### config.mk
export PLATFORM = sky130hd
export DESIGN_NAME = http_response_length_parser_top
export DESIGN_NICKNAME = d
export VERILOG_FILES = /design/src/hdl/hrlp_pkg.sv /design/src/hdl/hrlp_step.sv /design/src/hdl/http_response_length_parser_top.sv
export SDC_FILE = /design/constraint.sdc
export NUM_CORES = 1
export LEC_CHECK = 0
export BUFFER_PORTS_ARGS = -buffer_cell sky130_fd_sc_hd__buf_4
export CORE_UTILIZATION = 50
export DETAILED_ROUTE_END_ITERATION = 7
export PLACE_DENSITY = 0.71
export SLEW_MARGIN = 20
export SYNTH_ARGS = -nofsm -noshare
export SYNTH_HDL_FRONTEND = slang
export SYNTH_SLANG_ARGS = --single-unit
### constraint.sdc
create_clock -name clk -period 3.5 [get_ports clk]
set_clock_uncertainty 0.1 [all_clocks]
set_input_delay 0.525 -clock clk [delete_from_list [all_inputs] [get_ports clk]]
set_output_delay 0.525 -clock clk [all_outputs]
set_load 0.005 [all_outputs]
### src/hdl/hrlp_pkg.sv
// ----------------------------------------------------------------------------
// hrlp_pkg
// Phase codes, parser state, character constants and pattern tables shared by
// the response length parser.
// ----------------------------------------------------------------------------
package hrlp_pkg;

	localparam int LENGTH_BITS_DEF = 32;

	localparam logic [4:0] STATUS_LEN = 5'd6;
	localparam logic [4:0] HEADER_LEN = 5'd16;
	localparam logic [4:0] DELIM_LEN  = 5'd4;

	localparam logic [7:0] CH_CR   = 8'h0d;
	localparam logic [7:0] CH_LF   = 8'h0a;
	localparam logic [7:0] CH_ZERO = 8'h30;
	localparam logic [7:0] CH_NINE = 8'h39;
	localparam logic [7:0] CH_UC_A = 8'h41;
	localparam logic [7:0] CH_UC_Z = 8'h5a;

	typedef enum logic [3:0] {
		PH_STATUS = 4'd0,
		PH_HEADER = 4'd1,
		PH_DIGITS = 4'd2,
		PH_LF     = 4'd3,
		PH_LINE2  = 4'd4,
		PH_LAST   = 4'd5,
		PH_DELIM  = 4'd6,
		PH_DONE   = 4'd7,
		PH_ERROR  = 4'd8
	} phase_t;

	typedef struct packed {
		phase_t     phase;
		logic [4:0] pos;
	} parse_state_t;

	function automatic logic [7:0] fold_lc(input logic [7:0] c);
		if (c >= CH_UC_A && c <= CH_UC_Z) begin
			return c + 8'd32;
		end
		return c;
	endfunction

	// Pattern tables, already folded to lower case.
	function automatic logic [7:0] status_char(input logic [2:0] idx);
		unique case (idx)
			3'd0: return "2";
			3'd1: return "0";
			3'd2: return "0";
			3'd3: return " ";
			3'd4: return "o";
			3'd5: return "k";
			default: return 8'h00;
		endcase
	endfunction

	function automatic logic [7:0] header_char(input logic [3:0] idx);
		unique case (idx)
			4'd0:  return "c";
			4'd1:  return "o";
			4'd2:  return "n";
			4'd3:  return "t";
			4'd4:  return "e";
			4'd5:  return "n";
			4'd6:  return "t";
			4'd7:  return "-";
			4'd8:  return "l";
			4'd9:  return "e";
			4'd10: return "n";
			4'd11: return "g";
			4'd12: return "t";
			4'd13: return "h";
			4'd14: return ":";
			4'd15: return " ";
			default: return 8'h00;
		endcase
	endfunction

	function automatic logic [7:0] delim_char(input logic [1:0] idx);
		return idx[0] ? CH_LF : CH_CR;
	endfunction

endpackage

### src/hdl/hrlp_step.sv
// ----------------------------------------------------------------------------
// hrlp_step
// Per-byte next-state logic: pattern matchers, digit accumulation with
// saturation, and phase sequencing.
// ----------------------------------------------------------------------------
module hrlp_step #(
	parameter int LENGTH_BITS = hrlp_pkg::LENGTH_BITS_DEF
) (
	input  hrlp_pkg::parse_state_t cur,
	input  logic [LENGTH_BITS-1:0] len_cur,
	input  logic [7:0]             data_byte,
	output hrlp_pkg::parse_state_t nxt,
	output logic [LENGTH_BITS-1:0] len_nxt
);

	localparam int LW = LENGTH_BITS + 4;

	logic [7:0]    folded;
	logic [7:0]    pch;
	logic [4:0]    plen;
	logic          hit;
	logic          last;
	logic [4:0]    pos_m;
	logic          is_digit;
	logic [LW-1:0] ext;
	logic [LW-1:0] prod;
	logic [LENGTH_BITS-1:0] acc_sat;

	assign folded = hrlp_pkg::fold_lc(data_byte);

	always_comb begin
		unique case (cur.phase)
			hrlp_pkg::PH_STATUS: begin
				pch  = hrlp_pkg::status_char(cur.pos[2:0]);
				plen = hrlp_pkg::STATUS_LEN;
			end
			hrlp_pkg::PH_HEADER: begin
				pch  = hrlp_pkg::header_char(cur.pos[3:0]);
				plen = hrlp_pkg::HEADER_LEN;
			end
			default: begin
				pch  = hrlp_pkg::delim_char(cur.pos[1:0]);
				plen = hrlp_pkg::DELIM_LEN;
			end
		endcase
	end

	assign hit   = (cur.pos < plen) && (folded == pch);
	assign last  = (cur.pos == plen - 5'd1);
	assign pos_m = (hit && !last) ? cur.pos + 5'd1 : 5'd0;

	// acc * 10 + digit, overflow shows in the top four bits
	assign is_digit = (data_byte >= hrlp_pkg::CH_ZERO) && (data_byte <= hrlp_pkg::CH_NINE);
	assign ext      = {4'b0000, len_cur};
	assign prod     = (ext << 3) + (ext << 1) + LW'(data_byte[3:0]);
	assign acc_sat  = (prod[LW-1:LENGTH_BITS] != 4'b0000) ? '1 : prod[LENGTH_BITS-1:0];

	always_comb begin
		nxt     = cur;
		len_nxt = len_cur;
		unique case (cur.phase)
			hrlp_pkg::PH_STATUS: begin
				nxt.pos = pos_m;
				if (hit && last) begin
					nxt.phase = hrlp_pkg::PH_HEADER;
				end
			end
			hrlp_pkg::PH_HEADER: begin
				nxt.pos = pos_m;
				if (hit && last) begin
					nxt.phase = hrlp_pkg::PH_DIGITS;
				end
			end
			hrlp_pkg::PH_DIGITS: begin
				priority if (data_byte == hrlp_pkg::CH_CR) begin
					nxt.phase = hrlp_pkg::PH_LF;
				end else if (is_digit) begin
					len_nxt = acc_sat;
				end else begin
					nxt.phase = hrlp_pkg::PH_ERROR;
				end
			end
			hrlp_pkg::PH_LF: begin
				nxt.phase = (data_byte == hrlp_pkg::CH_LF) ? hrlp_pkg::PH_LINE2
				                                           : hrlp_pkg::PH_ERROR;
			end
			hrlp_pkg::PH_LINE2: begin
				nxt.pos   = 5'd0;
				nxt.phase = (data_byte == hrlp_pkg::CH_CR) ? hrlp_pkg::PH_LAST
				                                           : hrlp_pkg::PH_DELIM;
			end
			hrlp_pkg::PH_LAST: begin
				nxt.pos   = 5'd0;
				nxt.phase = (data_byte == hrlp_pkg::CH_LF) ? hrlp_pkg::PH_DONE
				                                           : hrlp_pkg::PH_DELIM;
			end
			hrlp_pkg::PH_DELIM: begin
				nxt.pos = pos_m;
				if (hit && last) begin
					nxt.phase = hrlp_pkg::PH_DONE;
				end
			end
			hrlp_pkg::PH_DONE, hrlp_pkg::PH_ERROR: begin
				nxt = cur;
			end
			default: begin
				nxt.phase = hrlp_pkg::PH_ERROR;
			end
		endcase
	end

endmodule

### src/hdl/http_response_length_parser_top.sv
// An accepted byte is registered in the input register, its result in the
// result register. Throughput: one byte per cycle unless result_stall holds
// a result; the parser state loops through the matcher and accumulator logic.
// Reset: arst_n clears the phase to status search, the match position and
// the length to zero, and empties the input and result registers.
// ----------------------------------------------------------------------------
// http_response_length_parser_top
// Byte-serial HTTP response parser that extracts the Content-Length value.
// ----------------------------------------------------------------------------
module http_response_length_parser_top #(
	parameter int LENGTH_BITS = hrlp_pkg::LENGTH_BITS_DEF
) (
	input  logic        clk,
	input  logic        arst_n,
	input  logic        byte_valid,
	output logic        byte_stall,
	input  logic [7:0]  data_byte,
	output logic        result_valid,
	input  logic        result_stall,
	output logic [3:0]  phase,
	output logic        finished,
	output logic        failed,
	output logic [31:0] body_length
);

	logic                   v_s1;
	logic [7:0]             byte_s1;
	logic                   v_s2;
	logic [3:0]             phase_s2;
	logic                   finished_s2;
	logic                   failed_s2;
	logic [31:0]            body_length_s2;
	hrlp_pkg::parse_state_t st_q;
	hrlp_pkg::parse_state_t st_d;
	logic [LENGTH_BITS-1:0] len_q;
	logic [LENGTH_BITS-1:0] len_d;
	logic [LENGTH_BITS+31:0] len_wide;
	logic                   adv;
	logic                   fire;

	assign adv        = !v_s2 || !result_stall;
	assign byte_stall = v_s1 && !adv;
	assign fire       = v_s1 && adv;
	assign len_wide   = {32'd0, len_d};

	hrlp_step #(
		.LENGTH_BITS(LENGTH_BITS)
	) u_step (
		.cur      (st_q),
		.len_cur  (len_q),
		.data_byte(byte_s1),
		.nxt      (st_d),
		.len_nxt  (len_d)
	);

	always_ff @(posedge clk or negedge arst_n) begin
		if (!arst_n) begin
			v_s1 <= 1'b0;
		end else if (!byte_stall) begin
			v_s1 <= byte_valid;
		end
	end

	always_ff @(posedge clk) begin
		if (byte_valid && !byte_stall) begin
			byte_s1 <= data_byte;
		end
	end

	always_ff @(posedge clk or negedge arst_n) begin
		if (!arst_n) begin
			st_q.phase <= hrlp_pkg::PH_STATUS;
			st_q.pos   <= 5'd0;
			len_q      <= '0;
			v_s2       <= 1'b0;
		end else begin
			if (fire) begin
				st_q  <= st_d;
				len_q <= len_d;
			end
			if (adv) begin
				v_s2 <= v_s1;
			end
		end
	end

	always_ff @(posedge clk) begin
		if (fire) begin
			phase_s2       <= st_d.phase;
			finished_s2    <= (st_d.phase == hrlp_pkg::PH_DONE) ||
			                  (st_d.phase == hrlp_pkg::PH_ERROR);
			failed_s2      <= (st_d.phase == hrlp_pkg::PH_ERROR);
			body_length_s2 <= len_wide[31:0];
		end
	end

	assign result_valid = v_s2;
	assign phase        = phase_s2;
	assign finished     = finished_s2;
	assign failed       = failed_s2;
	assign body_length  = body_length_s2;

	a_done_sticky: assert property (@(posedge clk) disable iff (!arst_n)
		st_q.phase == hrlp_pkg::PH_DONE |=> st_q.phase == hrlp_pkg::PH_DONE)
		else $error("done phase left");

	a_error_sticky: assert property (@(posedge clk) disable iff (!arst_n)
		st_q.phase == hrlp_pkg::PH_ERROR |=> st_q.phase == hrlp_pkg::PH_ERROR)
		else $error("error phase left");

	a_len_hold: assert property (@(posedge clk) disable iff (!arst_n)
		st_q.phase != hrlp_pkg::PH_DIGITS |=> $stable(len_q))
		else $error("length changed outside digit phase");

	a_pos_idle: assert property (@(posedge clk) disable iff (!arst_n)
		(st_q.phase == hrlp_pkg::PH_DIGITS || st_q.phase == hrlp_pkg::PH_LAST) |->
		st_q.pos == 5'd0)
		else $error("match position not cleared");

	a_state_only_on_fire: assert property (@(posedge clk) disable iff (!arst_n)
		!fire |=> $stable(st_q))
		else $error("parser state moved without a transfer");

endmodule
==> impl_metrics.tcl, run 1 <==
set metrics [dict create \
    outcome "finished with violations" \
    violations "setup timing" \
    period_minus_slack_ps 3735 \
    vias 5679 \
    synth_nets 778 \
    synth_edf_count 46 \
    overflow 0 \
    cts_root_buf "clkbuf_16" \
    critical_path_class "flip-flop to flip-flop" \
    syn_area_per_cell_um2 9.195 \
    drc 0 \
    setup_viol 64 \
    synth_cell_type_count 68 \
    power_density_mw_per_mm2 290.6 \
    final_antenna_net_count 0 \
    r2r_end "body_length[13]$_DFFE_PP_" \
    antenna_found_initial 0 \
    ys_seq_elements 89 \
    ctsHoldBuffers 0 \
    synth_ff_type "edfxtp_1" \
    synth_seq_area_share_pct 38.73 \
    cp_max_fo 19 \
    cpMostUsedCell "buf_12" \
    clock_path_buffers 2 \
    r2r_cells 13 \
    die-area_mm2 0.01314 \
    grt_max_degree 44 \
    maxCapViolCount 0 \
    vdd_drop_max_uv 275.6 \
    power.leakage_nw 3.652 \
    worstSetupEndpointType "flip-flop" \
    cp_slowest_cell "fa_1" \
    gp_congestion 0.8973 \
    tightestPinTransition_ps 592.3 \
    max_slew_margin_pct 60.51 \
    drive_gt1_share_pct 21.25 \
    cp.required_ps 3480 \
    cts_tree "yes" \
    maxSlewViolCount 0 \
    start_util_pct 51.96 \
    rows 40 \
    syn_area_mm2 0.006345 \
    setup_tns_ps -10490 \
    grt_pass1_wl_um 27010 \
    design_area_mm2 0.007906 \
    path_clk_slew_ps 60 \
    htreeDepth 3 \
    cts_inserted_buffers 9 \
    dr.pass1.iters 5 \
    layout_commonest_cell "buf_4" \
    fin_util_pct 64.74 \
    rsz0062_at_grt "true" \
    area_growth_pct 24.61 \
    core_region_area_mm2 0.01221 \
    max_stage_delay_ps 530 \
    worst_slack_ps -234.7 \
    clock_sinks 89 \
    dpl_cell_area_mm2 0.007198 \
    final-hold-violation-count 0 \
    fmaxAchievable_mhz 267.8 \
    wl_um 16520 \
    vias_per_cell 5.953 \
    fp.dieW_um 114.7 \
    final_cell_mix "buf_4 (106), nor2_1 (94), ha_1 (73), a21oi_1 (68), nand2_1 (49)" \
    grt_use_total_pct 26.32 \
    async_flop_share_pct 48.31 \
    hp-class "input port to asynchronous set/reset pin" \
    io-pin-count 52 \
    finalCritPeriodShare_pct 106.7 \
    first_global_vias 5554 \
    finalNetCount 869 \
    r2r_slack_ps -230 \
    synthCells 690 \
    worstSkewPairLatency_ps 350 \
    r2r-start "len_q[2]$_DFFE_PN0P_" \
    die_y_um 114.7 \
    crit_chain "fa_1 > fa_2 > a21o_1 > a221o_1 > nand3_2 > a32oi_2 > a41o_1 > a31oi_2 > xor2_1 > and4_4 > buf_12 > buf_12 > a21oi_1" \
    wl_per_cell_um 17.32 \
    arrival_ps 3720 \
    io_buffers 51 \
    drt_iter0_markers 450 \
    dp_hpwl_um 11320 \
    diodes 0 \
    yosys_warnings 0 \
    worstSetupStartpointType "flip-flop" \
]
[repair_timing]
| action | CTS | global route |
|---|---|---|
| endpoints found under the setup margin | 63 | 71 |
| gates resized for setup | 12 | 13 |
| pin swaps | 6 | 6 |
| gates cloned | 3 | 1 |
| setup buffers | 7 | 5 |
[flip-flops by register name, indices dropped and copies added (netlist names)]
| register | count |
|---|---|
| len_q | 32 |
| byte_s1 | 8 |
| failed | 1 |
| result_valid | 1 |
| phase | 4 |
| body_length | 32 |
| v_s1 | 1 |
| finished | 1 |
| st_q | 9 |
[per-stage QoR]
| step | cells | setup WS, ps | power (mW) | hold WS [ps] |
|---|---|---|---|---|
| 6_report | 954 | -234.7 | 2.297 | 79.73 |
| 5_1_grt | 954 | -330.3 | 2.370 | 135.1 |
| 4_1_cts | 949 | -170.6 | 2.314 | 103.7 |
| 3_5_place_dp | 923 | -193.4 | 1.317 | 382.0 |
| 3_3_place_gp | 923 | -82.53 | 1.313 | 370.0 |
| 2_1_floorplan | 690 | -13.92 | 1.232 | 129.4 |
[where the power goes]
group          internal (mW)  switching [mW]
Combinational         0.0583          0.0866
Sequential              1.14          0.0150
Clock                  0.608           0.389
[area by class of cell]
class                   instances  area, um^2
repair buffers                115       996.0
fillers                       974        4305
flip-flops and latches         89        2457
multi-input cells             542        3844
clock buffers                  13       270.3
well taps                     168       210.2
clock inverters                 3       38.79
inverters                      24       90.09
[metal layers]
metal  track usage (%)  wire length [um]  up-vias
li1                  -                 -     2726
met1             35.43              7295     2708
met2             42.14              7747      204
met3             3.441               995       41
met4             12.47               482        0
met5                 0                 0        -
[Yosys cell counts (4+ instances only)]
master,number,area share (%)
a211o_1,4,0.55
a211oi_1,6,0.71
a21o_1,11,1.3
a21oi_1,74,5.8
a31oi_1,36,3.5
buf_2,9,0.71
buf_4,7,0.83
clkbuf_1,19,1.1
dfrtp_1,43,17
edfxtp_1,46,22
ha_1,74,15
inv_1,23,1.4
nand2_1,49,2.9
nand2b_1,6,0.59
nand3_1,19,1.5
nand4_1,6,0.59
nor2_1,94,5.6
nor2b_1,7,0.69
nor3_1,7,0.55
o211ai_1,6,0.71
o21ai_0,28,2.2
o21ai_1,4,0.32
o21bai_1,5,0.59
or2_2,4,0.39
or3_1,8,0.79
xnor2_1,16,2.2
xor2_1,16,2.2
[worst max-delay path: cells and delay by family, from the launching register on]
family / cells / cell delay, ps
xor+xnor: 1 / 230
compound gates: 6 / 1180
simple gates: 2 / 400
fa+ha+maj: 2 / 890
flops: 1 / 400
buf+inv: 2 / 270
[kinds of logic (layout without fill, tap and decap cells)]
| family | Yosys count | after routing | synth area share [%] |
|---|---|---|---|
| adder cells (fa/ha/maj) | 76 | 76 | 15.22 |
| flip-flops | 89 | 89 | 38.73 |
| AO/OA/AOI/OAI | 209 | 209 | 20.82 |
| XOR/XNOR | 32 | 32 | 4.417 |
| buffers and inverters | 59 | 155 | 4.082 |
| AND/OR/NAND/NOR | 221 | 221 | 16.07 |
| multiplexers | 4 | 4 | 0.6508 |
[worst max path at each step]
stage                                 to  slack (ps)                 start  depth (start not counted)
2_1_floorplan  body_length[30]$_DFFE_PP_         -10  byte_s1[2]$_DFFE_PP_                         14
3_3_place_gp   body_length[30]$_DFFE_PP_         -80  len_q[2]$_DFFE_PN0P_                         12
3_5_place_dp   body_length[25]$_DFFE_PP_        -190  len_q[2]$_DFFE_PN0P_                         12
4_1_cts        body_length[12]$_DFFE_PP_        -170  byte_s1[3]$_DFFE_PP_                         13
5_1_grt        body_length[20]$_DFFE_PP_        -330  len_q[2]$_DFFE_PN0P_                         13
6_report       body_length[13]$_DFFE_PP_        -230  len_q[2]$_DFFE_PN0P_                         13
Power figures use the tool's default switching activity.
==> run 2: changes to the inputs <==
--- a/config.mk
+++ b/config.mk
@@ -8,7 +8,7 @@
 export BUFFER_PORTS_ARGS = -buffer_cell sky130_fd_sc_hd__buf_4
 export CORE_UTILIZATION = 50
 export DETAILED_ROUTE_END_ITERATION = 7
-export PLACE_DENSITY = 0.71
+export PLACE_DENSITY = 0.69
 export SLEW_MARGIN = 20
 export SYNTH_ARGS = -nofsm -noshare
 export SYNTH_HDL_FRONTEND = slang
==> constraint.sdc (replaced) <==
create_clock -name clk -period 3.7 [get_ports clk]
set_clock_uncertainty 0.1 [all_clocks]
set_input_delay 0.555 -clock clk [delete_from_list [all_inputs] [get_ports clk]]
set_output_delay 0.555 -clock clk [all_outputs]
set_load 0.005 [all_outputs]
==> run 2 against run 1 <==
Effect of this change: the flow still finishes with violations (setup timing); critical path type unchanged; wire length fell by 8.0%; worst setup slack improved by 190 ps; global-route usage fell by 1.5 points; register-to-register slack improved by 190 ps; critical path depth did not move; flip-flop and latch count did not move; sequential share of layout area rose by 1.7 points.
==> impl_metrics.tcl, run 2 (same netlist as run 1, synthesis figures left out) <==
set metrics [dict create \
    outcome "finished with violations" \
    violations "setup timing" \
    cts_tree "yes" \
    max_slew_margin_pct 60.02 \
    hp-class "input port to asynchronous set/reset pin" \
    fp.dieW_um 114.7 \
    worst-path-buf-inv 2 \
    cts_inserted_buffers 9 \
    setup_viol 18 \
    final_antenna_net_count 0 \
    layout_commonest_cell "nor2_1" \
    cp_slowest_cell "fa_1" \
    die_y_um 114.7 \
    period_minus_slack_ps 3740 \
    drive_gt1_share_pct 17.11 \
    dr.pass1.iters 5 \
    worstSkewPairLatency_ps 350 \
    power_density_mw_per_mm2 272.8 \
    fmaxAchievable_mhz 267.4 \
    worstSetupEndpointType "flip-flop" \
    path_delay_family "compound AO/OA/AOI/OAI gates" \
    max_stage_delay_ps 540 \
    dp_worst_setup_slack_ps -86.72 \
    wl_um 15210 \
    cts_root_buf "clkbuf_16" \
    finalCritPeriodShare_pct 101.1 \
    rsz0062_at_grt "true" \
    critical_path_class "flip-flop to flip-flop" \
    dp_hpwl_um 10870 \
    first_global_vias 5166 \
    core_region_area_mm2 0.01221 \
    die-area_mm2 0.01314 \
    grt_pass1_wl_um 25540 \
    htreeDepth 3 \
    clock_sinks 89 \
    gp_congestion 0.9826 \
    io-pin-count 52 \
    finalNetCount 843 \
    cp_max_fo 8 \
    worst_slack_ps -40.39 \
    final-hold-violation-count 0 \
    power.leakage_nw 3.473 \
    vias 5502 \
    drc 0 \
    clock_path_buffers 2 \
    arrival_ps 3730 \
    diodes 0 \
    worstSetupStartpointType "flip-flop" \
    maxSlewViolCount 0 \
    rows 40 \
    area_growth_pct 18.12 \
    vdd_drop_max_uv 267.7 \
    drt_iter0_markers 401 \
    vias_per_cell 5.929 \
    final_cell_mix "nor2_1 (94), buf_4 (84), a21oi_1 (71), ha_1 (71), nand2_1 (49)" \
    path_clk_slew_ps 60 \
    antenna_found_initial 0 \
    wl_per_cell_um 16.38 \
    io_buffers 51 \
    cp.required_ps 3690 \
    overflow 0 \
    maxCapViolCount 0 \
    grt_use_total_pct 24.83 \
    power_mw 2.045 \
    start_util_pct 51.96 \
    grt_max_degree 44 \
    tightestPinTransition_ps 599.7 \
    crit_chain "fa_1 > fa_2 > a21o_1 > a221o_1 > nand3_2 > a32oi_2 > a41o_1 > a31oi_1 > xor2_1 > and4_4 > buf_6 > buf_16 > a21oi_1" \
]
[run 2: cell type report]
class	count	area (um^2)
fillers	1079	4717
multi-input cells	542	3742
flip-flops and latches	89	2457
repair buffers	89	728.2
clock buffers	12	246.5
well taps	168	210.2
inverters	24	90.09
clock inverters	4	20.02
[run 2: per-layer routing]
metal  track usage [%]  share of wire (%)  vias up
met5                 0                  0        -
met1             35.21                 47     2630
li1                  -                  -     2672
met3             4.817                6.1       13
met2             38.30                 46      187
met4             7.532                1.0        0
[run 2: what timing repair did]
| action | in CTS | in global routing |
|---|---|---|
| hold buffers | 0 | 0 |
| buffers inserted | 1 | 6 |
| gates cloned | 2 | 0 |
| hold endpoints to repair | 0 | 0 |
| endpoints found under the setup margin | 38 | 66 |
| pin swaps | 6 | 13 |
| resized for setup | 6 | 18 |
[run 2: per-stage QoR]
stage / cells / util (%) / area [um^2] / hold slack (ps) / setup TNS (ps)
2_1_floorplan: 690 / - / 6345 / 159.4 / 0
3_3_place_gp: 904 / 57.54 / 7027 / 376.7 / -191.6
3_5_place_dp: 904 / 57.54 / 7027 / 405.9 / -2196
4_1_cts: 923 / 60.50 / 7388 / 132.4 / -47.46
5_1_grt: 928 / 61.37 / 7495 / 162.3 / -8508
6_report: 928 / 61.37 / 7495 / 117.7 / -336.6
[run 2: worst paths after layout]
| path | from | endpoint | slack (ps) | depth (start not counted) |
|---|---|---|---|---|
| max | len_q[0]$_DFFE_PN0P_ | body_length[16]$_DFFE_PP_ | -40 | 13 |
| min in group clk | data_byte[4] | byte_s1[4]$_DFFE_PP_ | 290 | 1 |
| min reg2reg | v_s1$_DFFE_PN0N_ | result_valid$_DFFE_PN0N_ | 420 | 1 |
| max reg2reg | len_q[0]$_DFFE_PN0P_ | body_length[16]$_DFFE_PP_ | -40 | 13 |
| max in group asynchronous | arst_n | result_valid$_DFFE_PN0N_ | 2980 | 1 |
| min | arst_n | len_q[22]$_DFFE_PN0P_ | 120 | 1 |
[run 2: power by group]
group | switching, mW | internal, mW | total, mW
registers | 0.0145 | 1.08 | 1.09
logic | 0.0769 | 0.0554 | 0.132
clock network | 0.351 | 0.467 | 0.819
